`src/rtl/csrgb_pkg.sv`:
```
package csrgb_pkg;

  // field widths of the item and result channels, the config registers and the APB bus
  localparam int OP_W     = 2;
  localparam int VERT_W   = 10;
  localparam int DEG_W    = 13;
  localparam int WEIGHT_W = 64;
  localparam int VALUE_W  = 13;
  localparam int STAT_W   = 2;
  localparam int VC_W     = 11;
  localparam int ET_W     = 13;
  localparam int PADDR_W  = 4;
  localparam int PDATA_W  = 32;

  localparam logic [OP_W-1:0] OP_CLEAR  = 2'd0;
  localparam logic [OP_W-1:0] OP_DEGREE = 2'd1;
  localparam logic [OP_W-1:0] OP_EDGE   = 2'd2;

  localparam logic [STAT_W-1:0] STAT_OK       = 2'd0;
  localparam logic [STAT_W-1:0] STAT_RANGE    = 2'd1;
  localparam logic [STAT_W-1:0] STAT_OVERFLOW = 2'd2;

  localparam logic [1:0] REG_VERTEX_COUNT = 2'd0;
  localparam logic [1:0] REG_EDGE_TOTAL   = 2'd1;
  localparam logic [1:0] REG_WEIGHTED     = 2'd2;

  typedef struct packed {
    logic [VC_W-1:0] vertex_count;
    logic [ET_W-1:0] edge_total;
    logic            weighted;
  } cfg_t;

  typedef enum logic [3:0] {
    S_INIT,
    S_IDLE,
    S_DECODE,
    S_CLEAR,
    S_PS_RD,
    S_PS_WR,
    S_EDGE_RD,
    S_EDGE_WR,
    S_DONE
  } state_t;

endpackage

```
`src/rtl/csrgb_ctrl.sv`:
```
module csrgb_ctrl #(
  parameter int MAX_VERTICES = 1024,
  parameter int MAX_EDGES    = 4096,
  parameter int VAW          = 11,
  parameter int CW           = 11,
  parameter int OW           = 13,
  parameter int EAW          = 12
) (
  input  logic                                  clk,
  input  logic                                  rst_n,
  input  csrgb_pkg::cfg_t                       cfg,
  input  logic                                  in_valid,
  output logic                                  in_ready,
  input  logic [csrgb_pkg::OP_W-1:0]            in_operation,
  input  logic [csrgb_pkg::VERT_W-1:0]          in_vertex,
  input  logic [csrgb_pkg::DEG_W-1:0]           in_degree,
  input  logic [csrgb_pkg::VERT_W-1:0]          in_target,
  input  logic signed [csrgb_pkg::WEIGHT_W-1:0] in_edge_weight,
  output logic                                  out_valid,
  input  logic                                  out_ready,
  output logic [csrgb_pkg::VALUE_W-1:0]         out_value,
  output logic [csrgb_pkg::STAT_W-1:0]          out_status,
  output logic                                  off_we,
  output logic [VAW-1:0]                        off_waddr,
  output logic [OW-1:0]                         off_wdata,
  output logic                                  off_re,
  output logic [VAW-1:0]                        off_raddr,
  input  logic [OW-1:0]                         off_rdata,
  output logic                                  edge_we,
  output logic                                  weight_we,
  output logic [EAW-1:0]                        edge_addr,
  output logic [csrgb_pkg::VERT_W-1:0]          edge_target,
  output logic signed [csrgb_pkg::WEIGHT_W-1:0] edge_weight
);

  localparam int IW = (VAW > csrgb_pkg::VERT_W) ? VAW : csrgb_pkg::VERT_W;
  localparam logic [VAW-1:0] LAST_ENTRY = VAW'(MAX_VERTICES + 1);

  csrgb_pkg::state_t state_r, state_nxt;
  logic [VAW-1:0]    cnt_r, cnt_nxt;
  logic [OW-1:0]     acc_r, acc_nxt;
  logic              built_r, built_nxt;
  logic              out_valid_r, out_valid_nxt;
  logic [csrgb_pkg::VALUE_W-1:0] out_value_r, out_value_nxt;
  logic [csrgb_pkg::STAT_W-1:0]  out_status_r, out_status_nxt;
  logic [csrgb_pkg::VALUE_W-1:0] res_value_r, res_value_nxt;
  logic [csrgb_pkg::STAT_W-1:0]  res_status_r, res_status_nxt;

  logic [csrgb_pkg::OP_W-1:0]            item_op_r, item_op_nxt;
  logic [csrgb_pkg::VERT_W-1:0]          item_vertex_r, item_vertex_nxt;
  logic [csrgb_pkg::DEG_W-1:0]           item_degree_r, item_degree_nxt;
  logic [csrgb_pkg::VERT_W-1:0]          item_target_r, item_target_nxt;
  logic signed [csrgb_pkg::WEIGHT_W-1:0] item_weight_r, item_weight_nxt;

  logic [CW-1:0] eff_n;
  logic [OW-1:0] eff_e;
  logic          v_ok, t_ok;
  logic [IW:0]   v_plus1, v_plus2;
  logic [OW:0]   psum;
  logic [OW-1:0] psum_sat;
  logic          ps_last;

  assign eff_n = (CW'(cfg.vertex_count) < CW'(MAX_VERTICES)) ?
                 CW'(cfg.vertex_count) : CW'(MAX_VERTICES);
  assign eff_e = (OW'(cfg.edge_total) < OW'(MAX_EDGES)) ?
                 OW'(cfg.edge_total) : OW'(MAX_EDGES);
  assign v_ok  = CW'(item_vertex_r) < eff_n;
  assign t_ok  = CW'(item_target_r) < eff_n;

  // entry v+2 holds the degree, entry v+1 the cursor once built
  assign v_plus1 = (IW+1)'(item_vertex_r) + (IW+1)'(1);
  assign v_plus2 = (IW+1)'(item_vertex_r) + (IW+1)'(2);

  assign psum     = (OW+1)'(off_rdata) + (OW+1)'(acc_r);
  assign psum_sat = (psum > (OW+1)'(MAX_EDGES)) ? OW'(MAX_EDGES) : psum[OW-1:0];
  assign ps_last  = (CW+1)'(cnt_r) == ((CW+1)'(eff_n) + (CW+1)'(1));

  assign out_valid   = out_valid_r;
  assign out_value   = out_value_r;
  assign out_status  = out_status_r;
  assign edge_target = item_target_r;
  assign edge_weight = item_weight_r;
  assign edge_addr   = off_rdata[EAW-1:0];

  always_comb begin
    state_nxt       = state_r;
    cnt_nxt         = cnt_r;
    acc_nxt         = acc_r;
    built_nxt       = built_r;
    res_value_nxt   = res_value_r;
    res_status_nxt  = res_status_r;
    item_op_nxt     = item_op_r;
    item_vertex_nxt = item_vertex_r;
    item_degree_nxt = item_degree_r;
    item_target_nxt = item_target_r;
    item_weight_nxt = item_weight_r;
    out_value_nxt   = out_value_r;
    out_status_nxt  = out_status_r;
    out_valid_nxt   = out_valid_r && !out_ready;
    in_ready        = 1'b0;
    off_we          = 1'b0;
    off_waddr       = cnt_r;
    off_wdata       = '0;
    off_re          = 1'b0;
    off_raddr       = cnt_r;
    edge_we         = 1'b0;
    weight_we       = 1'b0;

    case (state_r)
      csrgb_pkg::S_INIT, csrgb_pkg::S_CLEAR: begin
        // zero sweep over the whole offset store
        off_we = 1'b1;
        if (cnt_r == LAST_ENTRY) begin
          cnt_nxt = '0;
          if (state_r == csrgb_pkg::S_INIT) begin
            state_nxt = csrgb_pkg::S_IDLE;
          end else begin
            res_value_nxt  = '0;
            res_status_nxt = csrgb_pkg::STAT_OK;
            state_nxt      = csrgb_pkg::S_DONE;
          end
        end else begin
          cnt_nxt = cnt_r + VAW'(1);
        end
      end

      csrgb_pkg::S_IDLE: begin
        in_ready = 1'b1;
        if (in_valid) begin
          item_op_nxt     = in_operation;
          item_vertex_nxt = in_vertex;
          item_degree_nxt = in_degree;
          item_target_nxt = in_target;
          item_weight_nxt = in_edge_weight;
          state_nxt       = csrgb_pkg::S_DECODE;
        end
      end

      csrgb_pkg::S_DECODE: begin
        case (item_op_r)
          csrgb_pkg::OP_CLEAR: begin
            cnt_nxt   = '0;
            built_nxt = 1'b0;
            state_nxt = csrgb_pkg::S_CLEAR;
          end
          csrgb_pkg::OP_DEGREE: begin
            if (v_ok) begin
              off_we         = 1'b1;
              off_waddr      = v_plus2[VAW-1:0];
              off_wdata      = OW'(item_degree_r);
              res_value_nxt  = item_degree_r;
              res_status_nxt = csrgb_pkg::STAT_OK;
            end else begin
              res_value_nxt  = '0;
              res_status_nxt = csrgb_pkg::STAT_RANGE;
            end
            state_nxt = csrgb_pkg::S_DONE;
          end
          csrgb_pkg::OP_EDGE: begin
            if (!built_r) begin
              cnt_nxt   = VAW'(1);
              acc_nxt   = '0;
              state_nxt = csrgb_pkg::S_PS_RD;
            end else begin
              state_nxt = csrgb_pkg::S_EDGE_RD;
            end
          end
          default: begin
            res_value_nxt  = '0;
            res_status_nxt = csrgb_pkg::STAT_OK;
            state_nxt      = csrgb_pkg::S_DONE;
          end
        endcase
      end

      csrgb_pkg::S_PS_RD: begin
        off_re    = 1'b1;
        state_nxt = csrgb_pkg::S_PS_WR;
      end

      csrgb_pkg::S_PS_WR: begin
        off_we    = 1'b1;
        off_wdata = psum_sat;
        acc_nxt   = psum_sat;
        if (ps_last) begin
          built_nxt = 1'b1;
          state_nxt = csrgb_pkg::S_EDGE_RD;
        end else begin
          cnt_nxt   = cnt_r + VAW'(1);
          state_nxt = csrgb_pkg::S_PS_RD;
        end
      end

      csrgb_pkg::S_EDGE_RD: begin
        if (v_ok && t_ok) begin
          off_re    = 1'b1;
          off_raddr = v_plus1[VAW-1:0];
          state_nxt = csrgb_pkg::S_EDGE_WR;
        end else begin
          res_value_nxt  = '0;
          res_status_nxt = csrgb_pkg::STAT_RANGE;
          state_nxt      = csrgb_pkg::S_DONE;
        end
      end

      csrgb_pkg::S_EDGE_WR: begin
        if (off_rdata >= eff_e) begin
          res_value_nxt  = '0;
          res_status_nxt = csrgb_pkg::STAT_OVERFLOW;
        end else begin
          off_we         = 1'b1;
          off_waddr      = v_plus1[VAW-1:0];
          off_wdata      = off_rdata + OW'(1);
          edge_we        = 1'b1;
          weight_we      = cfg.weighted;
          res_value_nxt  = off_rdata[csrgb_pkg::VALUE_W-1:0];
          res_status_nxt = csrgb_pkg::STAT_OK;
        end
        state_nxt = csrgb_pkg::S_DONE;
      end

      csrgb_pkg::S_DONE: begin
        if (!out_valid_r || out_ready) begin
          out_valid_nxt  = 1'b1;
          out_value_nxt  = res_value_r;
          out_status_nxt = res_status_r;
          state_nxt      = csrgb_pkg::S_IDLE;
        end
      end

      default: begin
        state_nxt = csrgb_pkg::S_INIT;
        cnt_nxt   = '0;
      end
    endcase
  end

  always_ff @(posedge clk) begin
    if (!rst_n) begin
      state_r     <= csrgb_pkg::S_INIT;
      cnt_r       <= '0;
      built_r     <= 1'b0;
      out_valid_r <= 1'b0;
    end else begin
      state_r     <= state_nxt;
      cnt_r       <= cnt_nxt;
      built_r     <= built_nxt;
      out_valid_r <= out_valid_nxt;
    end
  end

  always_ff @(posedge clk) begin
    acc_r         <= acc_nxt;
    res_value_r   <= res_value_nxt;
    res_status_r  <= res_status_nxt;
    out_value_r   <= out_value_nxt;
    out_status_r  <= out_status_nxt;
    item_op_r     <= item_op_nxt;
    item_vertex_r <= item_vertex_nxt;
    item_degree_r <= item_degree_nxt;
    item_target_r <= item_target_nxt;
    item_weight_r <= item_weight_nxt;
  end

endmodule

```
`config.mk`:
```
export PLATFORM = sky130hd
export DESIGN_NAME = csrgb_ctrl
export DESIGN_NICKNAME = d
export VERILOG_FILES = /design/src/rtl/csrgb_pkg.sv /design/src/rtl/csrgb_ctrl.sv
export SDC_FILE = /design/constraint.sdc
export NUM_CORES = 1
export LEC_CHECK = 0
export BUFFER_PORTS_ARGS = -buffer_cell sky130_fd_sc_hd__buf_4
export CORE_ASPECT_RATIO = 0.9
export CORE_MARGIN = 4
export CORE_UTILIZATION = 50
export DETAILED_ROUTE_END_ITERATION = 8
export PLACE_DENSITY = 0.9
export REMOVE_ABC_BUFFERS = 1
export SLEW_MARGIN = 5
export SYNTH_ARGS = -nofsm -noshare
export SYNTH_HDL_FRONTEND = slang
export SYNTH_SLANG_ARGS = --single-unit
```
`constraint.sdc`:
```
create_clock -name clk -period 11.4 [get_ports clk]
set_clock_uncertainty 0.1 [all_clocks]
set_input_delay 0 -clock clk [delete_from_list [all_inputs] [get_ports clk]]
set_output_delay 0 -clock clk [all_outputs]
set_load 0.02 [all_outputs]
```
-- After elaboration in Yosys (flattened, before gate mapping)
Index checks and enable logic that the tools add are counted.
- input bits: 141
- logic and storage cells: 130
- register bits after elaboration: 159
- output and inout bits: 142
- equality and inequality tests: 25
- $add $sub $neg: 6
- order comparisons: 6
- reduce and logical (&&, ||, !) cells: 20
- muxes and demuxes: 58
- bitwise logic cells: 1
- operators with widths (operator ; count):
    $mux 13 ; 11
    $mux 11 ; 9
    $pmux 13 s2 ; 2
    $pmux 13 s4 ; 1
    $pmux 11 s2 ; 2
    $pmux 11 s4 ; 1
    $pmux 13 s3 ; 1
    $pmux 4 s8 ; 1
    $lt 10x11->1 ; 2
    $mux 4 ; 5
    $ne 2x2->1 const B ; 10
    $eq 4x3->1 const B ; 4
    $add 13x13->14 ; 1
    $gt 14x13->1 const B ; 1
    $add 13x1->13 const B ; 1
    $ge 13x13->1 ; 1
    $lt 13x13->1 const B ; 1
    $mux 1 ; 13
    $add 11x1->12 const B ; 1
    $eq 11x12->1 ; 1
    $mux 2 ; 6
    $add 10x1->11 const B ; 1
    $add 10x2->11 const B ; 1
    $add 11x1->11 const B ; 1
    other kinds (30) ; 38

-- Logic depth before layout (Yosys ltp)
- word-level depth: 6
- depth in mapped cells: 14
- mapped depth without buffers: 11

-- Worst setup path after synthesis
No wires, ideal clock.
- path kind: flip-flop to flip-flop
- from: register state_r[0]
- to: register item_target_r (netlist bit edge_target[0]) (enable)
- stages on the path, launching flop included: 4
- required time: 10.832 ns
- buffers on the path: 1
- setup slack: 6.839 ns
- period minus slack after synthesis: 4.561 ns
- library setup time: 0.468 ns
- arrival: 3.992 ns
- path through: dfxtp_1 clkbuf_1 nor4b_1 and2_1
- longest elaborated chain between the ends: 2
- ends and longest elaborated chain (element ; RTL line ; source):
    start: declaration ; csrgb_ctrl.sv:39 ; csrgb_pkg::state_t state_r, state_nxt;
    start signal: assignment ; csrgb_ctrl.sv:240 ; state_r <= csrgb_pkg::S_INIT;
    start signal: assignment ; csrgb_ctrl.sv:245 ; state_r <= state_nxt;
    $eq 4x1->1 ; csrgb_ctrl.sv:109 ; case (state_r)
    $reduce_and 2->1 (no source line) ; - ;
    end signal: assignment ; csrgb_ctrl.sv:261 ; item_target_r <= item_target_nxt;
    end: declaration ; csrgb_ctrl.sv:52 ; logic [csrgb_pkg::VERT_W-1:0] item_target_r, item_target_nxt;
Every way passes these cells.
A chain may end at the register's enable or synchronous reset.

-- Worst setup path after layout
- from: input off_rdata[0]
- to: output off_wdata[2]
- longest elaborated chain between the ends: 4
- elaborated cells between the ends (all ways): 7
- those cells by class: add/sub (2); order compare (2); mux (3)
- ends and longest elaborated chain (element ; RTL line ; source):
    start: declaration ; csrgb_ctrl.sv:28 ; input logic [OW-1:0] off_rdata,
    $add 13x13->14 ; csrgb_ctrl.sv:74 ; assign psum = (OW+1)'(off_rdata) + (OW+1)'(acc_r);
    $gt 14x13->1 ; csrgb_ctrl.sv:75 ; assign psum_sat = (psum > (OW+1)'(MAX_EDGES)) ? OW'(MAX_EDGES) : psum[OW-1:0];
    $mux 13 ; csrgb_ctrl.sv:75 ;
    $pmux 13 s3 * ; csrgb_ctrl.sv:109 ;
    end: declaration ; csrgb_ctrl.sv:25 ; output logic [OW-1:0] off_wdata,
Mark *: on every way between the ends. The rest lies on a longest branch, timed or not.

==> qor.yml <==
post-place-cells: 1249
worst_pin_slew_ps: 1130
cap_violations: 0
mostFrequentLayoutCell: "buf_4"
path_clk_slew_ps: 80
cp_data_required_time_ps: 11300
gp_congestion: 1.00
fp.dieH_um: 133
slew_headroom: 0.249
num_vias: 8279
cts_max_level: 4
crit_top_cell: "buf_4"
avgRoutedWirePerCell_um: 22.4
clockBufferDepth: 2
crit_arrival_ps: 3660
fin_cells: 1399
start_util: 0.513
synthFlopType: "edfxtp_1"
fmax_ghz: 0.266
dieArea_sq_um: 19600
pin_count: 283
slowest_stage: "inv_2"
worstSetupPathType: "input pin to primary output"
r2r_end: "acc_r[2]"
finalCritPeriodShare: 0.330
post-route-min-period_ps: 3760
worstHoldStart: "in_edge_weight[19]"
insertion_delay_ps: 440
clkPwrFrac: 0.294
cts_tree: "yes"
antenna_left: 0
synthCells: 773
syn-cell-area_sq_um: 8690
grt-ovfl-total: 0
layout_common_cells: "buf_4, edfxtp_1, dlygate4sd3_1, nand2_1, ha_1"
track_usage: 0.307
grt_start_max_net_pins: 91
wl_um: 31300
p_leak_nw: 5.26
root_buffer: "clkbuf_16"
drt_iter0_drc: 913
drc: 0
port_buffers: 282
p_switching_mw: 0.686
r2r-start: "acc_r[0]"
p_seq_frac: 0.410
fp.dieW_um: 147
cp_max_fo: 29
switching_share: 0.351
yosysWarnings: 0
r2r_slack_ps: 8150
ctsResizeCount: 0
area_delta_synth_final_pct: 45.6
reg2regPathDepth: 10
drive_gt1_frac: 0.289
fp-row-count: 45
cts.sinks: 159
hold_path_depth: 2
slew_violations: 0
min_path_type: "input pin to flop"
antenna_found_initial: 3
coreArea_sq_um: 16900
peakVddDrop_mv: 0.122
yosysSeqAreaShare: 0.530
grt_setup_unrepaired: "no"
cp_cell_sequence: "dlygate4sd3_1, buf_4, inv_1, ha_1, nand2b_1, a211oi_1, o21bai_1, a2111oi_4, nand2_1, inv_2, a22oi_1, o21ai_1, buf_4"
intPower_mw: 1.27
yosysUniqueCellTypes: 74
nNetsFinal: 1340
placed_area_sq_um: 10900
worst_setup_path_start_kind: "input pin"
post_drt_via_cell_ratio: 5.92
syn_area_per_cell_sq_um: 11.2
synth_edf_count: 142
hold_viol_final: 0
status: "completed"
powerDensity_nw_per_um2: 154
tns_ps: 0
comb_power_share: 0.296
post-route-util: 0.747
max_stage_delay_ps: 570
cts_buffers: 17
dp_hpwl_um: 19900
drt_pass1_iterations: 5
crit_path_end_kind: "primary output"
ys_seq_elements: 159
async_flop_share: 0
grt_pass1_wl_um: 46600
hold_buffers: 115
setup_viol: 0
grt_pass1_vias: 8273
hold_end: "edge_weight[19]"
post_cts_buffers: 0
p_total_mw: 1.96
finalInstanceArea_sq_um: 12700
-- critical path, delay by kind of cell --
kind | cells | cell delay (ps)
buffers and inverters | 5 | 1570
AO/OA/AOI/OAI | 5 | 1290
AND/OR/NAND/NOR | 2 | 530
adder cells (fa/ha/maj) | 1 | 240
-- through the flow --
stage               setup slack (ps)  hold WS (ps)
CTS                             7740           169
global route                    7390           173
global placement                8210          78.1
detailed placement              8060          79.2
floorplan                       6960          -100
finish                          7640           172
-- flip-flops by register name, indices dropped and copies added, names as in the netlist --
signal and cells:
acc_r 13, edge_target 10, cnt_r 11, res_value_r 13
built_r 1, out_status 2, item_vertex_r 10, out_value 13
state_r 4, edge_weight 64, res_status_r 2, out_valid 1
item_op_r 2, item_degree_r 13
-- kinds of logic (layout without fill, tap and decap cells) --
kind of cell               count (synthesis)  in the layout  share of synthesized area
and+or+nand+nor                          253            253                      0.157
AOI/OAI and AO/OA                        192            192                      0.151
DFF                                      159            159                      0.530
buffers and inverters                     71            459                     0.0386
adders and majority gates                 51             51                     0.0743
xor gates and xnor gates                  39             39                     0.0393
muxes                                      8              8                    0.00964
other                                      0              3                          0
-- area by class of cell --
class | instances | area (sq um)
Antenna cell | 3 | 7.51
Clock buffer | 18 | 429
Clock inverter | 14 | 165
Fill cell | 1049 | 4290
Inverter | 24 | 90.1
Multi-Input combinational cell | 543 | 3760
Sequential cell | 159 | 4600
Tap cell | 235 | 294
Timing Repair Buffer | 403 | 3310
-- power groups by stage --
| stage | combinational (mW) | clock [mW] | sequential [mW] |
|---|---|---|---|
| floorplan | 0.251 | 0 | 0.844 |
| global placement | 0.512 | 0 | 0.801 |
| detailed placement | 0.524 | 0 | 0.804 |
| CTS | 0.559 | 0.566 | 0.792 |
| global route | 0.617 | 0.599 | 0.807 |
| finish | 0.579 | 0.575 | 0.802 |
-- Yosys cell counts (3+ instances only) --
| library cell | count | share of area |
|---|---|---|
| nor4_1 | 4 | 0.0029 |
| nand2_1 | 63 | 0.027 |
| a31oi_1 | 7 | 0.0050 |
| or3_1 | 8 | 0.0058 |
| clkbuf_1 | 22 | 0.0095 |
| inv_1 | 22 | 0.0095 |
| nor4b_1 | 4 | 0.0040 |
| ha_1 | 50 | 0.072 |
| a21o_1 | 11 | 0.0095 |
| nor2b_1 | 18 | 0.013 |
| xor2_1 | 17 | 0.017 |
| edfxtp_1 | 142 | 0.49 |
| a211o_1 | 5 | 0.0050 |
| o211ai_1 | 9 | 0.0078 |
| nand3_1 | 31 | 0.018 |
| nand4_1 | 16 | 0.012 |
| buf_2 | 7 | 0.0040 |
| o21ai_0 | 20 | 0.012 |
| a22oi_1 | 9 | 0.0078 |
| a211oi_1 | 3 | 0.0026 |
| a21oi_1 | 44 | 0.025 |
| a221o_1 | 5 | 0.0058 |
| buf_4 | 14 | 0.012 |
| and2_1 | 4 | 0.0029 |
| nand2b_1 | 12 | 0.0086 |
| xnor2_1 | 22 | 0.022 |
| nor2_1 | 38 | 0.016 |
| nand3b_1 | 4 | 0.0035 |
| buf_1 | 3 | 0.0013 |
| mux2i_1 | 5 | 0.0058 |
| and3_1 | 24 | 0.017 |
| o21ai_1 | 21 | 0.012 |
| o31ai_1 | 10 | 0.0086 |
| a32oi_1 | 3 | 0.0030 |
| a22o_1 | 14 | 0.014 |
| a311oi_1 | 3 | 0.0030 |
| o21bai_1 | 5 | 0.0043 |
| nor3_1 | 11 | 0.0063 |
| dfxtp_1 | 17 | 0.039 |
-- per-layer routing --
metal / up-vias / GRT usage / part of all wire
li1: 3682 / - / -
met4: 0 / 0.151 / 0.049
met5: - / 0 / 0
met2: 573 / 0.521 / 0.49
met1: 3906 / 0.367 / 0.37
met3: 118 / 0.0748 / 0.092
-- how the worst max path moves through the flow --
stage	cells past startpoint	from	slack (ps)	to
2_1_floorplan	2	state_r[0]	6960	edge_target[0]
3_3_place_gp	13	cfg[13]	8210	off_waddr[5]
3_5_place_dp	13	cfg[13]	8060	off_waddr[7]
4_1_cts	13	off_rdata[0]	7740	off_waddr[5]
5_1_grt	13	off_rdata[0]	7390	off_wdata[2]
6_report	13	off_rdata[0]	7640	off_wdata[2]
(Power assumes the default switching activity.)
