$ cat src/rtl/csrgb_pkg.sv
package csrgb_pkg;

  // field widths of the item and result channels, the config registers and the APB bus
  localparam int OP_W     = 2;
  localparam int VERT_W   = 10;
  localparam int DEG_W    = 13;
  localparam int WEIGHT_W = 64;
  localparam int VALUE_W  = 13;
  localparam int STAT_W   = 2;
  localparam int VC_W     = 11;
  localparam int ET_W     = 13;
  localparam int PADDR_W  = 4;
  localparam int PDATA_W  = 32;

  localparam logic [OP_W-1:0] OP_CLEAR  = 2'd0;
  localparam logic [OP_W-1:0] OP_DEGREE = 2'd1;
  localparam logic [OP_W-1:0] OP_EDGE   = 2'd2;

  localparam logic [STAT_W-1:0] STAT_OK       = 2'd0;
  localparam logic [STAT_W-1:0] STAT_RANGE    = 2'd1;
  localparam logic [STAT_W-1:0] STAT_OVERFLOW = 2'd2;

  localparam logic [1:0] REG_VERTEX_COUNT = 2'd0;
  localparam logic [1:0] REG_EDGE_TOTAL   = 2'd1;
  localparam logic [1:0] REG_WEIGHTED     = 2'd2;

  typedef struct packed {
    logic [VC_W-1:0] vertex_count;
    logic [ET_W-1:0] edge_total;
    logic            weighted;
  } cfg_t;

  typedef enum logic [3:0] {
    S_INIT,
    S_IDLE,
    S_DECODE,
    S_CLEAR,
    S_PS_RD,
    S_PS_WR,
    S_EDGE_RD,
    S_EDGE_WR,
    S_DONE
  } state_t;

endpackage

$ cat src/rtl/csrgb_regs.sv
module csrgb_regs (
  input  logic                          clk,
  input  logic                          rst_n,
  input  logic                          psel,
  input  logic                          penable,
  input  logic                          pwrite,
  input  logic [csrgb_pkg::PADDR_W-1:0] paddr,
  input  logic [csrgb_pkg::PDATA_W-1:0] pwdata,
  output logic [csrgb_pkg::PDATA_W-1:0] prdata,
  output logic                          pready,
  output csrgb_pkg::cfg_t               cfg
);

  csrgb_pkg::cfg_t cfg_r, cfg_nxt;
  logic [1:0]      reg_idx;
  logic            wr_en;

  assign pready  = 1'b1;
  assign reg_idx = paddr[3:2];
  assign wr_en   = psel && penable && pwrite && pready;
  assign cfg     = cfg_r;

  always_comb begin
    cfg_nxt = cfg_r;
    if (wr_en) begin
      case (reg_idx)
        csrgb_pkg::REG_VERTEX_COUNT: cfg_nxt.vertex_count = pwdata[csrgb_pkg::VC_W-1:0];
        csrgb_pkg::REG_EDGE_TOTAL:   cfg_nxt.edge_total   = pwdata[csrgb_pkg::ET_W-1:0];
        csrgb_pkg::REG_WEIGHTED:     cfg_nxt.weighted     = pwdata[0];
        default:                     cfg_nxt = cfg_r;
      endcase
    end
  end

  always_comb begin
    case (reg_idx)
      csrgb_pkg::REG_VERTEX_COUNT: prdata = csrgb_pkg::PDATA_W'(cfg_r.vertex_count);
      csrgb_pkg::REG_EDGE_TOTAL:   prdata = csrgb_pkg::PDATA_W'(cfg_r.edge_total);
      csrgb_pkg::REG_WEIGHTED:     prdata = csrgb_pkg::PDATA_W'(cfg_r.weighted);
      default:                     prdata = '0;
    endcase
  end

  always_ff @(posedge clk) begin
    if (!rst_n) begin
      cfg_r <= '0;
    end else begin
      cfg_r <= cfg_nxt;
    end
  end

endmodule

$ cat config.mk
export PLATFORM = sky130hd
export DESIGN_NAME = csrgb_regs
export DESIGN_NICKNAME = d
export VERILOG_FILES = /design/src/rtl/csrgb_pkg.sv /design/src/rtl/csrgb_regs.sv
export SDC_FILE = /design/constraint.sdc
export NUM_CORES = 1
export LEC_CHECK = 0
export CORE_MARGIN = 5
export CORE_UTILIZATION = 40
export DETAILED_ROUTE_END_ITERATION = 8
export DONT_BUFFER_PORTS = 1
export PLACE_DENSITY_LB_ADDON = 0.05
export SYNTH_ARGS = -nofsm -noshare
export SYNTH_HDL_FRONTEND = slang
export SYNTH_SLANG_ARGS = --single-unit
export TNS_END_PERCENT = 30
$ cat constraint.sdc
create_clock -name clk -period 2.8 [get_ports clk]
set_input_delay 0 -clock clk [delete_from_list [all_inputs] [get_ports clk]]
set_output_delay 0 -clock clk [all_outputs]
set_load 0.01 [all_outputs]
# Word-level counts from Yosys, hierarchy flattened
# Index checks and enable logic that the tools add are counted.
word_totals:
  reg_bits: 25
  latch_bits: 0
  mem_bits_rw: 0
  rom_bits: 0
  input_bits: 41
  out_inout_bits: 58
  mem_count: 0
classes:
  n_addsub: 0
  multipliers: 0
  n_div: 0
  order_cmp: 0
  eq_ne: 2
  shift: 0
  muxes: 1
  bitwise: 0
  n_reduce_logical: 6
op_table:
  columns: ["op", "count"]
  rows:
  - ["$pmux 13 s3", 1]
  - ["$reduce_and 2->1", 3]
  - ["$eq 2x1->1 const B", 1]
  - ["$eq 2x2->1 const B", 1]
  - ["$logic_and 1x1->1", 2]
  - ["$logic_not 2->1", 1]

# Logic depth before layout (Yosys ltp)
# Gate-level depths: netlist (run 1).
depth:
  word_depth: 3
  mapped_depth: 4
  mapped_depth_nobuf: 3

# Worst setup path after synthesis (run 1)
# Ideal clock, no wire load.
synth_path:
  kind: "input to register"
  from: "input pwrite"
  to: "register cfg_r, in the netlist cfg[10]"
  setup_ns: 0.072
  arrival_ns: 0.818
  required_time_ns: 2.728
  path_slack_ns: 1.910
  path_stages: 4
  n_path_buf: 1
  cell_sequence: "nand3_1 > nor3b_4 > buf_6 > mux2i_1"
synth_via:
  elab_chain_cells: 2
synth_lines:
  columns: ["item", "line_no", "rtl"]
  rows:
  - ["from (decl)", "csrgb_regs.sv:6", "input logic pwrite,"]
  - ["$logic_and 1x1->1", "csrgb_regs.sv:20", "assign wr_en = psel && penable && pwrite && pready;"]
  - ["$reduce_and 2->1 (no source line)", null, null]
  - ["to (signal assigned)", "csrgb_regs.sv:48", "cfg_r <= cfg_nxt;"]
  - ["to (decl)", "csrgb_regs.sv:14", "csrgb_pkg::cfg_t cfg_r, cfg_nxt;"]
# No other way between the ends.
# A chain may end at the register's enable or synchronous reset.

# Worst setup path after layout (run 1)
layout_path:
  from: "input paddr[3] (netlist name)"
  to: "register cfg_r, in the netlist cfg[3]"
layout_via:
  elab_chain_cells: 2
layout_lines:
  columns: ["item", "line_no", "rtl"]
  rows:
  - ["from (decl)", "csrgb_regs.sv:7", "input logic [csrgb_pkg::PADDR_W-1:0] paddr,"]
  - ["$eq 2x1->1", "csrgb_regs.sv:26", "case (reg_idx)"]
  - ["$reduce_and 2->1 (no source line)", null, null]
# No other way between the ends.

==> metrics.md, run 1 <==
| Metric | Value |
|---|---|
| Run status | `completed` |
| RD Place Congestion | `0.678` |
| Buffer levels on the longest clock path | `2` |
| Launching instance or port of the critical path | `paddr[3]` |
| H-Tree Level Count | `1` |
| Largest net degree at the start of global routing | `39` |
| Mux cell area share after synthesis | `between 20% and 30%` |
| Tcrit/Tclk final | `69.0%` |
| GRT Resource Usage Total | `about 12%` |
| Total power per unit cell area | `roughly 390 nW/um2` |
| Overall overflow remaining after global route | `0` |
| Final setup viols | `0` |
| Upper clock frequency limit | `~520 MHz` |
| Final setup slack of the worst path | `slightly below 0.9 ns` |
| Post-placement worst setup slack | `around 1.4 ns` |
| Nature of the critical path endpoint | `flop` |
| Syn-to-layout area delta | `13.5%` |
| Violation count after the first detailed-routing iteration | `17` |
| Insertion delay to the later sink of the worst-skew pair | `between 0.3 and 0.4 ns` |
| Count of max-cap constraint violations | `0` |
| Fraction of final layout cells sized beyond drive strength 1 | `roughly 3.6%` |
| Die area | `4610 um2` |
| Max Slew Vio Count | `0` |
| Worst-case headroom to the max-slew limit | `between 30% and 40%` |
| Leading post-synthesis cells by cell area | `sky130_fd_sc_hd__dfxtp_1 (37%), sky130_fd_sc_hd__mux2i_1 (27%), sky130_fd_sc_hd__buf_4 (11%)` |
| Clock-pin slew reported for the worst setup and hold paths after clock tree synthesis | `roughly 0.14 ns` |
| Global-route wire length before repair | `about 4300 um` |
| Gate count after technology mapping | `approximately 150` |
| Worst ir drop on vdd | `about 0.00020 V` |
| Nature of the critical path startpoint | `input pin` |
| DRC violation count after routing | `0` |
| Post-synthesis xor/xnor area fraction | `0%` |
| Critical path endpoint | `cfg[3]` |
| RSZ-0062 raised after global routing | `false` |
| Maximum fanout along the worst path | `16` |
| Post-CTS setup buffer count | `0` |
| Hold violation count in the final report | `0` |
| Number of antenna violations at the first check in global routing | `0` |
| Critical Setup Path Class | `input pin to flop` |
| Count of placed standard cells including taps | `183` |
| Most instantiated cells after synthesis | `sky130_fd_sc_hd__nand2_1 (38), sky130_fd_sc_hd__mux2i_1 (36), sky130_fd_sc_hd__dfxtp_1 (25), sky130_fd_sc_hd__buf_4 (20), sky130_fd_sc_hd__nor2_1 (10)` |
| Number of cell instances on the worst register-to-register path | `4` |
| Cell area after synthesis | `1340 um2` |
| Placeable core region | `between 3000 and 4000 um2` |
| Number of non-filler instances in the completed layout | `about 210` |
| I/O Buffers | `0` |
| Max reg flops | `25` |
| Path class of the lowest-slack min-delay path | `input pin to output pin` |
| Adder and majority cell fraction of the synthesized area | `0%` |
| Count of nets after finishing | `a little over 200` |
| Clock Sink Count | `25` |
| Post-synth EDFFs | `0` |
| Vert. Die Dim | `roughly 68 um` |
| Share of total power in the clock network | `27.1%` |
| TritonCTS clock tree | `built` |
| Fraction of the mapped netlist area in simple logic gates | `between 15 and 20%` |
| Area fraction in compound gates after synthesis | `0.373%` |
| Internal portion of total power | `448 uW` |
| Top cell type by total area after synthesis | `sky130_fd_sc_hd__dfxtp_1` |
| Initial core utilization | `approximately 41%` |
| Comb power frac | `about 12%` |
| Worst Hold Slack | `around 0.055 ns` |
| Routed len/inst | `around 15 um` |
| Number of distinct library cells after synthesis | `17` |
| Synth Register Bits | `25` |
| Clock root buffer | `sky130_fd_sc_hd__clkbuf_4` |
| Die X | `~68 um` |
| Power after layout | `598 uW` |
| Slew at the pin closest to its max-slew limit | `about 0.93 ns` |
| Post-DP HPWL | `between 2000 and 2500 um` |
| Worst endpoint required time | `approximately 3 ns` |
| Leakage power | `between 0.6 and 0.7 nW` |
| Area fraction of the dominant cell type after synthesis | `a little under two fifths` |
| Synth async-reset ratio | `0%` |
| Length of the first detailed-routing pass in iterations | `4` |
| Top Ports | `between 90 and 100` |
| Total clock buffers created by CTS | `3` |
| Mapped Avg Cell Area | `roughly 9 um2` |
| Average vias per placed instance | `~4.7` |
| Count leader, synth | `sky130_fd_sc_hd__nand2_1` |
| Switch Pwr | `150 uW` |
| Final min period | `roughly 1.9 ns` |
| Reg-to-reg startpoint | `cfg[8]` |
| Capture instance of the worst register-to-register path | `cfg[8]` |
| Arrival time of the worst setup path | `~2.2 ns` |
| Post-synth top flop | `sky130_fd_sc_hd__dfxtp_1` |
| Vias after detailed routing | `~1000` |
| Main combinational cell family by area after synthesis | `multiplexers` |
| Remaining number of nets flagged by the antenna check after routing | `0` |
| Total wirelength of the detailed-routed design | `between 3000 and 4000 um` |
| Post-synthesis sequential area ratio | `37.3%` |
| Via count of the first global-routing pass | `about 930` |
| Net Sw Frac | `25.0%` |
| Count of inserted antenna diode cells | `0` |
| Register share of total power | `just over 60%` |
| Number of warnings issued by yosys | `0` |
| Worst R2R Setup Slack | `~1.0 ns` |
| Setup Skew | `0 ns` |
| Row count | `21` |
| Final setup TNS | `0 ns` |
[layout make-up]
type / instances / area, um2
clock buffer: 4 / 26.3
fill: 329 / 1760
multi-input combinational: 112 / 688
sequential: 25 / 500
tap: 46 / 57.6
timing repair buffer: 24 / 250
[power groups by stage]
stage | Combinational, mW | Clock (mW) | Sequential (mW)
floorplan | 0.0721 | 0 | 0.373
global placement | 0.0364 | 0 | 0.375
detailed placement | 0.0371 | 0 | 0.375
CTS | 0.0684 | 0.173 | 0.367
global route | 0.0760 | 0.183 | 0.368
finish | 0.0691 | 0.162 | 0.367
[layer usage]
| metal | GRT usage [%] | routed length [um] | share of wire (%) | vias up |
|---|---|---|---|---|
| met3 | 3.28 | 303 | 9.9 | 2 |
| met4 | 2.23 | 15 | 0.49 | 0 |
| li1 | - | - | - | 478 |
| met2 | 21.3 | 1470 | 48 | 46 |
| met5 | 0 | 0 | 0 | - |
| met1 | 15.6 | 1270 | 42 | 475 |
[worst max-delay path, cell delays in order]
cell and delay (ns):
sky130_fd_sc_hd__dlygate4sd3_1 0.59, sky130_fd_sc_hd__nor3b_4 0.78, sky130_fd_sc_hd__mux2i_1 0.26, sky130_fd_sc_hd__dlygate4sd3_1 0.56
[timing repair]
action / 4_1_cts / 5_1_grt
hold buffers: 24 / 0
hold endpoints to repair: 25 / 0
resized for setup: 0 / 0
setup endpoints to repair: 0 / 0
[worst min-delay path by stage]
stage | startpoint | end | slack, ns | cells after the start
after floorplan | pwdata[11] | cfg[12] | 0.14 | 2
after global placement | paddr[3] | prdata[1] | 0.06 | 1
after detailed placement | paddr[3] | prdata[5] | 0.05 | 1
after CTS | paddr[3] | cfg[15] | 0.05 | 2
after global routing | paddr[3] | cfg[14] | 0.05 | 2
final | paddr[3] | prdata[8] | 0.06 | 1
[placed cells by master, fill, tap and decap left out, drive strengths merged]
cell type / count
and3b: 2
buf: 1
clkbuf: 4
conb: 20
dfxtp: 25
dlygate4sd3: 23
mux2i: 36
nand2: 38
nand3: 1
nand3b: 1
nor2: 10
nor3b: 2
o21ai: 1
or3: 1
[logic make-up after synthesis]
| family | count (synthesis) |
|---|---|
| simple gates | 55 |
| mux | 36 |
| buf+inv | 30 |
| flops | 25 |
| other cells | 2 |
| compound gates | 1 |
[stage by stage]
stage	cell area (um2)	util [%]
3_5_place_dp	1250	37.9
2_1_floorplan	1410	-
4_1_cts	1520	46.4
5_1_grt	1520	46.4
6_report	1520	46.4
3_3_place_gp	1250	37.9
Note: power is estimated with default switching activity, not from simulation.
==> run 2, diff against run 1 <==
--- a/config.mk
+++ b/config.mk
@@ -5,6 +5,7 @@
 export SDC_FILE = /design/constraint.sdc
 export NUM_CORES = 1
 export LEC_CHECK = 0
+export ABC_AREA = 1
 export CORE_MARGIN = 5
 export CORE_UTILIZATION = 40
 export DETAILED_ROUTE_END_ITERATION = 8
==> constraint.sdc (replaced) <==
create_clock -name clk -period 1.6 [get_ports clk]
set_input_delay 0 -clock clk [delete_from_list [all_inputs] [get_ports clk]]
set_output_delay 0 -clock clk [all_outputs]
set_load 0.01 [all_outputs]
==> metrics.md, run 2 <==
| Metric | Value |
|---|---|
| Most instantiated cells after synthesis | `sky130_fd_sc_hd__nor2_1 (54), sky130_fd_sc_hd__nand2_1 (30), sky130_fd_sc_hd__nand3_1 (27), sky130_fd_sc_hd__buf_4 (26), sky130_fd_sc_hd__dfxtp_1 (25) (was sky130_fd_sc_hd__nand2_1 (38), sky130_fd_sc_hd__mux2i_1 (36), sky130_fd_sc_hd__dfxtp_1 (25), sky130_fd_sc_hd__buf_4 (20), sky130_fd_sc_hd__nor2_1 (10))` |
| Switch Pwr | `327 uW (was 150 uW)` |
| Critical path's largest stage delay | `1.14 ns (was 0.78 ns)` |
| Post-synth top flop | `sky130_fd_sc_hd__dfxtp_1 (unchanged)` |
| Leading post-synthesis cells by cell area | `sky130_fd_sc_hd__dfxtp_1 (36%), sky130_fd_sc_hd__nor2_1 (15%), sky130_fd_sc_hd__buf_4 (14%) (was sky130_fd_sc_hd__dfxtp_1 (37%), sky130_fd_sc_hd__mux2i_1 (27%), sky130_fd_sc_hd__buf_4 (11%))` |
| Path class of the lowest-slack min-delay path | `input pin to flop (was input pin to output pin)` |
| Post-DP HPWL | `2290 um (was 2040 um)` |
| Total wirelength of the detailed-routed design | `3270 um (was 3070 um)` |
| Average vias per placed instance | `4.54 (was 4.74)` |
| Cells along the critical path | `dlygate4sd3_1, nand2_1, nor2_1 (was dlygate4sd3_1, nor3b_4, mux2i_1, dlygate4sd3_1)` |
| Final cell area excluding filler cells | `1500 um2 (was 1520 um2)` |
| Number of antenna violations at the first check in global routing | `0 (unchanged)` |
| Die area | `4730 um2 (was 4610 um2)` |
| Area fraction of the dominant cell type after synthesis | `36.2% (was 37.3%)` |
| DRC violation count after routing | `0 (unchanged)` |
| Cell area after synthesis | `1380 um2 (was 1340 um2)` |
| Number of distinct library cells after synthesis | `16 (was 17)` |
| Die X | `68.8 um (was 67.9 um)` |
| TritonCTS clock tree | `built (unchanged)` |
| Row count | `21 (unchanged)` |
| Vert. Die Dim | `68.8 um (was 67.9 um)` |
| Remaining number of nets flagged by the antenna check after routing | `0 (unchanged)` |
| Nature of the critical path endpoint | `flop (unchanged)` |
| Syn-to-layout area delta | `8.24% (was 13.5%)` |
| Insertion delay to the later sink of the worst-skew pair | `0.31 ns (about the same)` |
| Share of total power in the clock network | `26.8% (was 27.1%)` |
| GRT Resource Usage Total | `14.5% (was 12.3%)` |
| RD Place Congestion | `0.698 (was 0.678)` |
| Synth async-reset ratio | `0% (unchanged)` |
| Fraction of final layout cells sized beyond drive strength 1 | `6.13% (was 3.64%)` |
| Top Ports | `99 (unchanged)` |
| Worst Path Buf+Inv | `1 (was 2)` |
| Internal portion of total power | `792 uW (was 448 uW)` |
| Via count of the first global-routing pass | `1074 (was 928)` |
| Critical Setup Path Class | `input pin to flop (unchanged)` |
| Setup Skew | `0 ns (unchanged)` |
| Clock-pin slew reported for the worst setup and hold paths after clock tree synthesis | `0.15 ns (was 0.14 ns)` |
| Net Sw Frac | `29.2% (was 25.0%)` |
| Max reg flops | `25 (unchanged)` |
| Register share of total power | `58.6% (was 61.3%)` |
| Buffer levels on the longest clock path | `2 (unchanged)` |
| Length of the first detailed-routing pass in iterations | `4 (unchanged)` |
| Mapped Avg Cell Area | `6.84 um2 (was 9.00 um2)` |
| Routed len/inst | `12.7 um (was 14.5 um)` |
| Worst endpoint required time | `1.87 ns (was 3.06 ns)` |
| Clock Sink Count | `25 (unchanged)` |
| Final setup viols | `0 (unchanged)` |
| Slowest CP cell | `sky130_fd_sc_hd__dlygate4sd3_1 (was sky130_fd_sc_hd__nor3b_4)` |
| Most frequent cells in the layout | `sky130_fd_sc_hd__nor2_1 (54), sky130_fd_sc_hd__nand2_1 (30), sky130_fd_sc_hd__nand3_1 (27) (was sky130_fd_sc_hd__nand2_1 (38), sky130_fd_sc_hd__mux2i_1 (36), sky130_fd_sc_hd__dfxtp_1 (25))` |
| Post-placement worst setup slack | `0.690 ns (was 1.42 ns)` |
| Count of inserted antenna diode cells | `0 (unchanged)` |
| Final setup slack of the worst path | `0.499 ns (was 0.869 ns)` |
| I/O Buffers | `0 (unchanged)` |
| Clock root buffer | `sky130_fd_sc_hd__clkbuf_4 (unchanged)` |
| Nature of the critical path startpoint | `input pin (unchanged)` |
| Worst ir drop on vdd | `0.000330 V (was 0.000204 V)` |
| Largest net degree at the start of global routing | `27 (was 39)` |
| Arrival time of the worst setup path | `1.37 ns (was 2.20 ns)` |
| Gate count after technology mapping | `202 (was 149)` |
| Number of warnings issued by yosys | `0 (unchanged)` |
| Worst Hold Slack | `0.00517 ns (was 0.0551 ns)` |
| Post-synthesis sequential area ratio | `36.2% (was 37.3%)` |
| Comb power frac | `14.6% (was 11.6%)` |
| Slew at the pin closest to its max-slew limit | `0.918 ns (was 0.928 ns)` |
| Final setup TNS | `0 ns (unchanged)` |
| Tcrit/Tclk final | `68.8%` |
| Top cell type by total area after synthesis | `sky130_fd_sc_hd__dfxtp_1 (unchanged)` |
| Max Slew Vio Count | `0 (unchanged)` |
| Kind of cell adding the most delay to the critical path | `buffers and inverters (unchanged)` |
| Leakage power | `0.671 nW (was 0.691 nW)` |
| Vias after detailed routing | `1171 (was 1001)` |
| RSZ-0062 raised after global routing | `false (unchanged)` |
| Count leader, synth | `sky130_fd_sc_hd__nor2_1 (was sky130_fd_sc_hd__nand2_1)` |
| Worst-case headroom to the max-slew limit | `38.6% (was 38.1%)` |
| Most common cell after layout, fill and taps aside | `sky130_fd_sc_hd__nor2_1 (was sky130_fd_sc_hd__nand2_1)` |
| Total power per unit cell area | `747 nW/um2 (was 393 nW/um2)` |
| Upper clock frequency limit | `approximately 910 MHz` |
| Overall overflow remaining after global route | `0 (unchanged)` |
| Total clock buffers created by CTS | `3 (unchanged)` |
| Count of max-cap constraint violations | `0 (unchanged)` |
| Run status | `completed (unchanged)` |
| Count of nets after finishing | `254 (was 207)` |
| Maximum fanout along the worst path | `25 (was 16)` |
| H-Tree Level Count | `1 (unchanged)` |
| Initial core utilization | `41.4% (was 40.8%)` |
| Post-place instance area | `1310 um2 (was 1250 um2)` |
| Global-route wire length before repair | `5150 um (was 4290 um)` |
| Final min period | `between 1 and 1.5 ns` |
| Synth Register Bits | `25 (unchanged)` |
| Post-synth EDFFs | `0 (unchanged)` |
| Placeable core region | `3340 um2 (was 3280 um2)` |
| Violation count after the first detailed-routing iteration | `47 (was 17)` |
| Hold violation count in the final report | `0 (unchanged)` |
[run 2: changes by cell type after synthesis, moves of 3 or more]
cell / change
sky130_fd_sc_hd__nand3_1: +26
sky130_fd_sc_hd__nand2_1: -8
sky130_fd_sc_hd__buf_4: +6
sky130_fd_sc_hd__nor2_4: +3
sky130_fd_sc_hd__nor2_1: +44
sky130_fd_sc_hd__mux2i_1: -36
sky130_fd_sc_hd__buf_6: -3
sky130_fd_sc_hd__a22o_1: +10
sky130_fd_sc_hd__inv_1: +16
[run 2: kinds of logic (layout without fill, tap and decap cells)]
logic type             after synthesis  in the layout  synth area share (%)
flip-flops                          25             25                  36.2
AO/OA/AOI/OAI                       11             11                  6.70
other                                2             20                 0.543
buffers and inverters               49             41                  21.1
AND/OR/NAND/NOR                    115            115                  35.5
[run 2: routing by layer]
metal,global-route usage (%),wire (um)
met2,26.0,1640
met3,3.08,284
met1,17.2,1310
met4,4.38,30
met5,0,0
[run 2: power groups by stage]
stage / registers, mW / logic, mW / clock network, mW
finish: 0.655 / 0.164 / 0.300
global route: 0.658 / 0.188 / 0.347
CTS: 0.656 / 0.164 / 0.310
detailed placement: 0.670 / 0.123 / 0
global placement: 0.669 / 0.122 / 0
floorplan: 0.666 / 0.155 / 0
[run 2: final cells by class]
class | instances | area, um2
fillers | 368 | 1840
multi-input cells | 146 | 658
flip-flops and latches | 25 | 500
repair buffers | 19 | 183
inverters | 18 | 67.6
well taps | 46 | 57.6
clock buffers | 3 | 22.5
clock inverters | 1 | 7.51
[run 2: final timing paths]
kind                            startpoint  endpoint  slack [ns]  cells after the start
worst max-delay path                 rst_n   cfg[14]        0.50                      3
worst min register to register      cfg[5]    cfg[5]        0.55                      2
worst max register to register      cfg[4]    cfg[4]        0.93                      2
worst min-delay path              paddr[2]   cfg[10]       0.005                      4
[run 2: tightest hold or removal path, delay by kind of cell]
| family | cells | cell delay [ns] |
|---|---|---|
| simple gates | 4 | 0.31 |
[run 2: metrics by stage]
step,util [%],instances,power [mW]
after floorplan,-,220,0.821
after global placement,39.1,238,0.791
after detailed placement,39.1,238,0.793
after CTS,44.8,258,1.13
after global routing,44.8,258,1.19
final,44.8,258,1.12
[run 2: repair_timing]
action                                 CTS  global route
setup buffers                            0             0
hold buffers                            16             0
endpoints found under the hold margin   25             0
gates resized for setup                  0             0
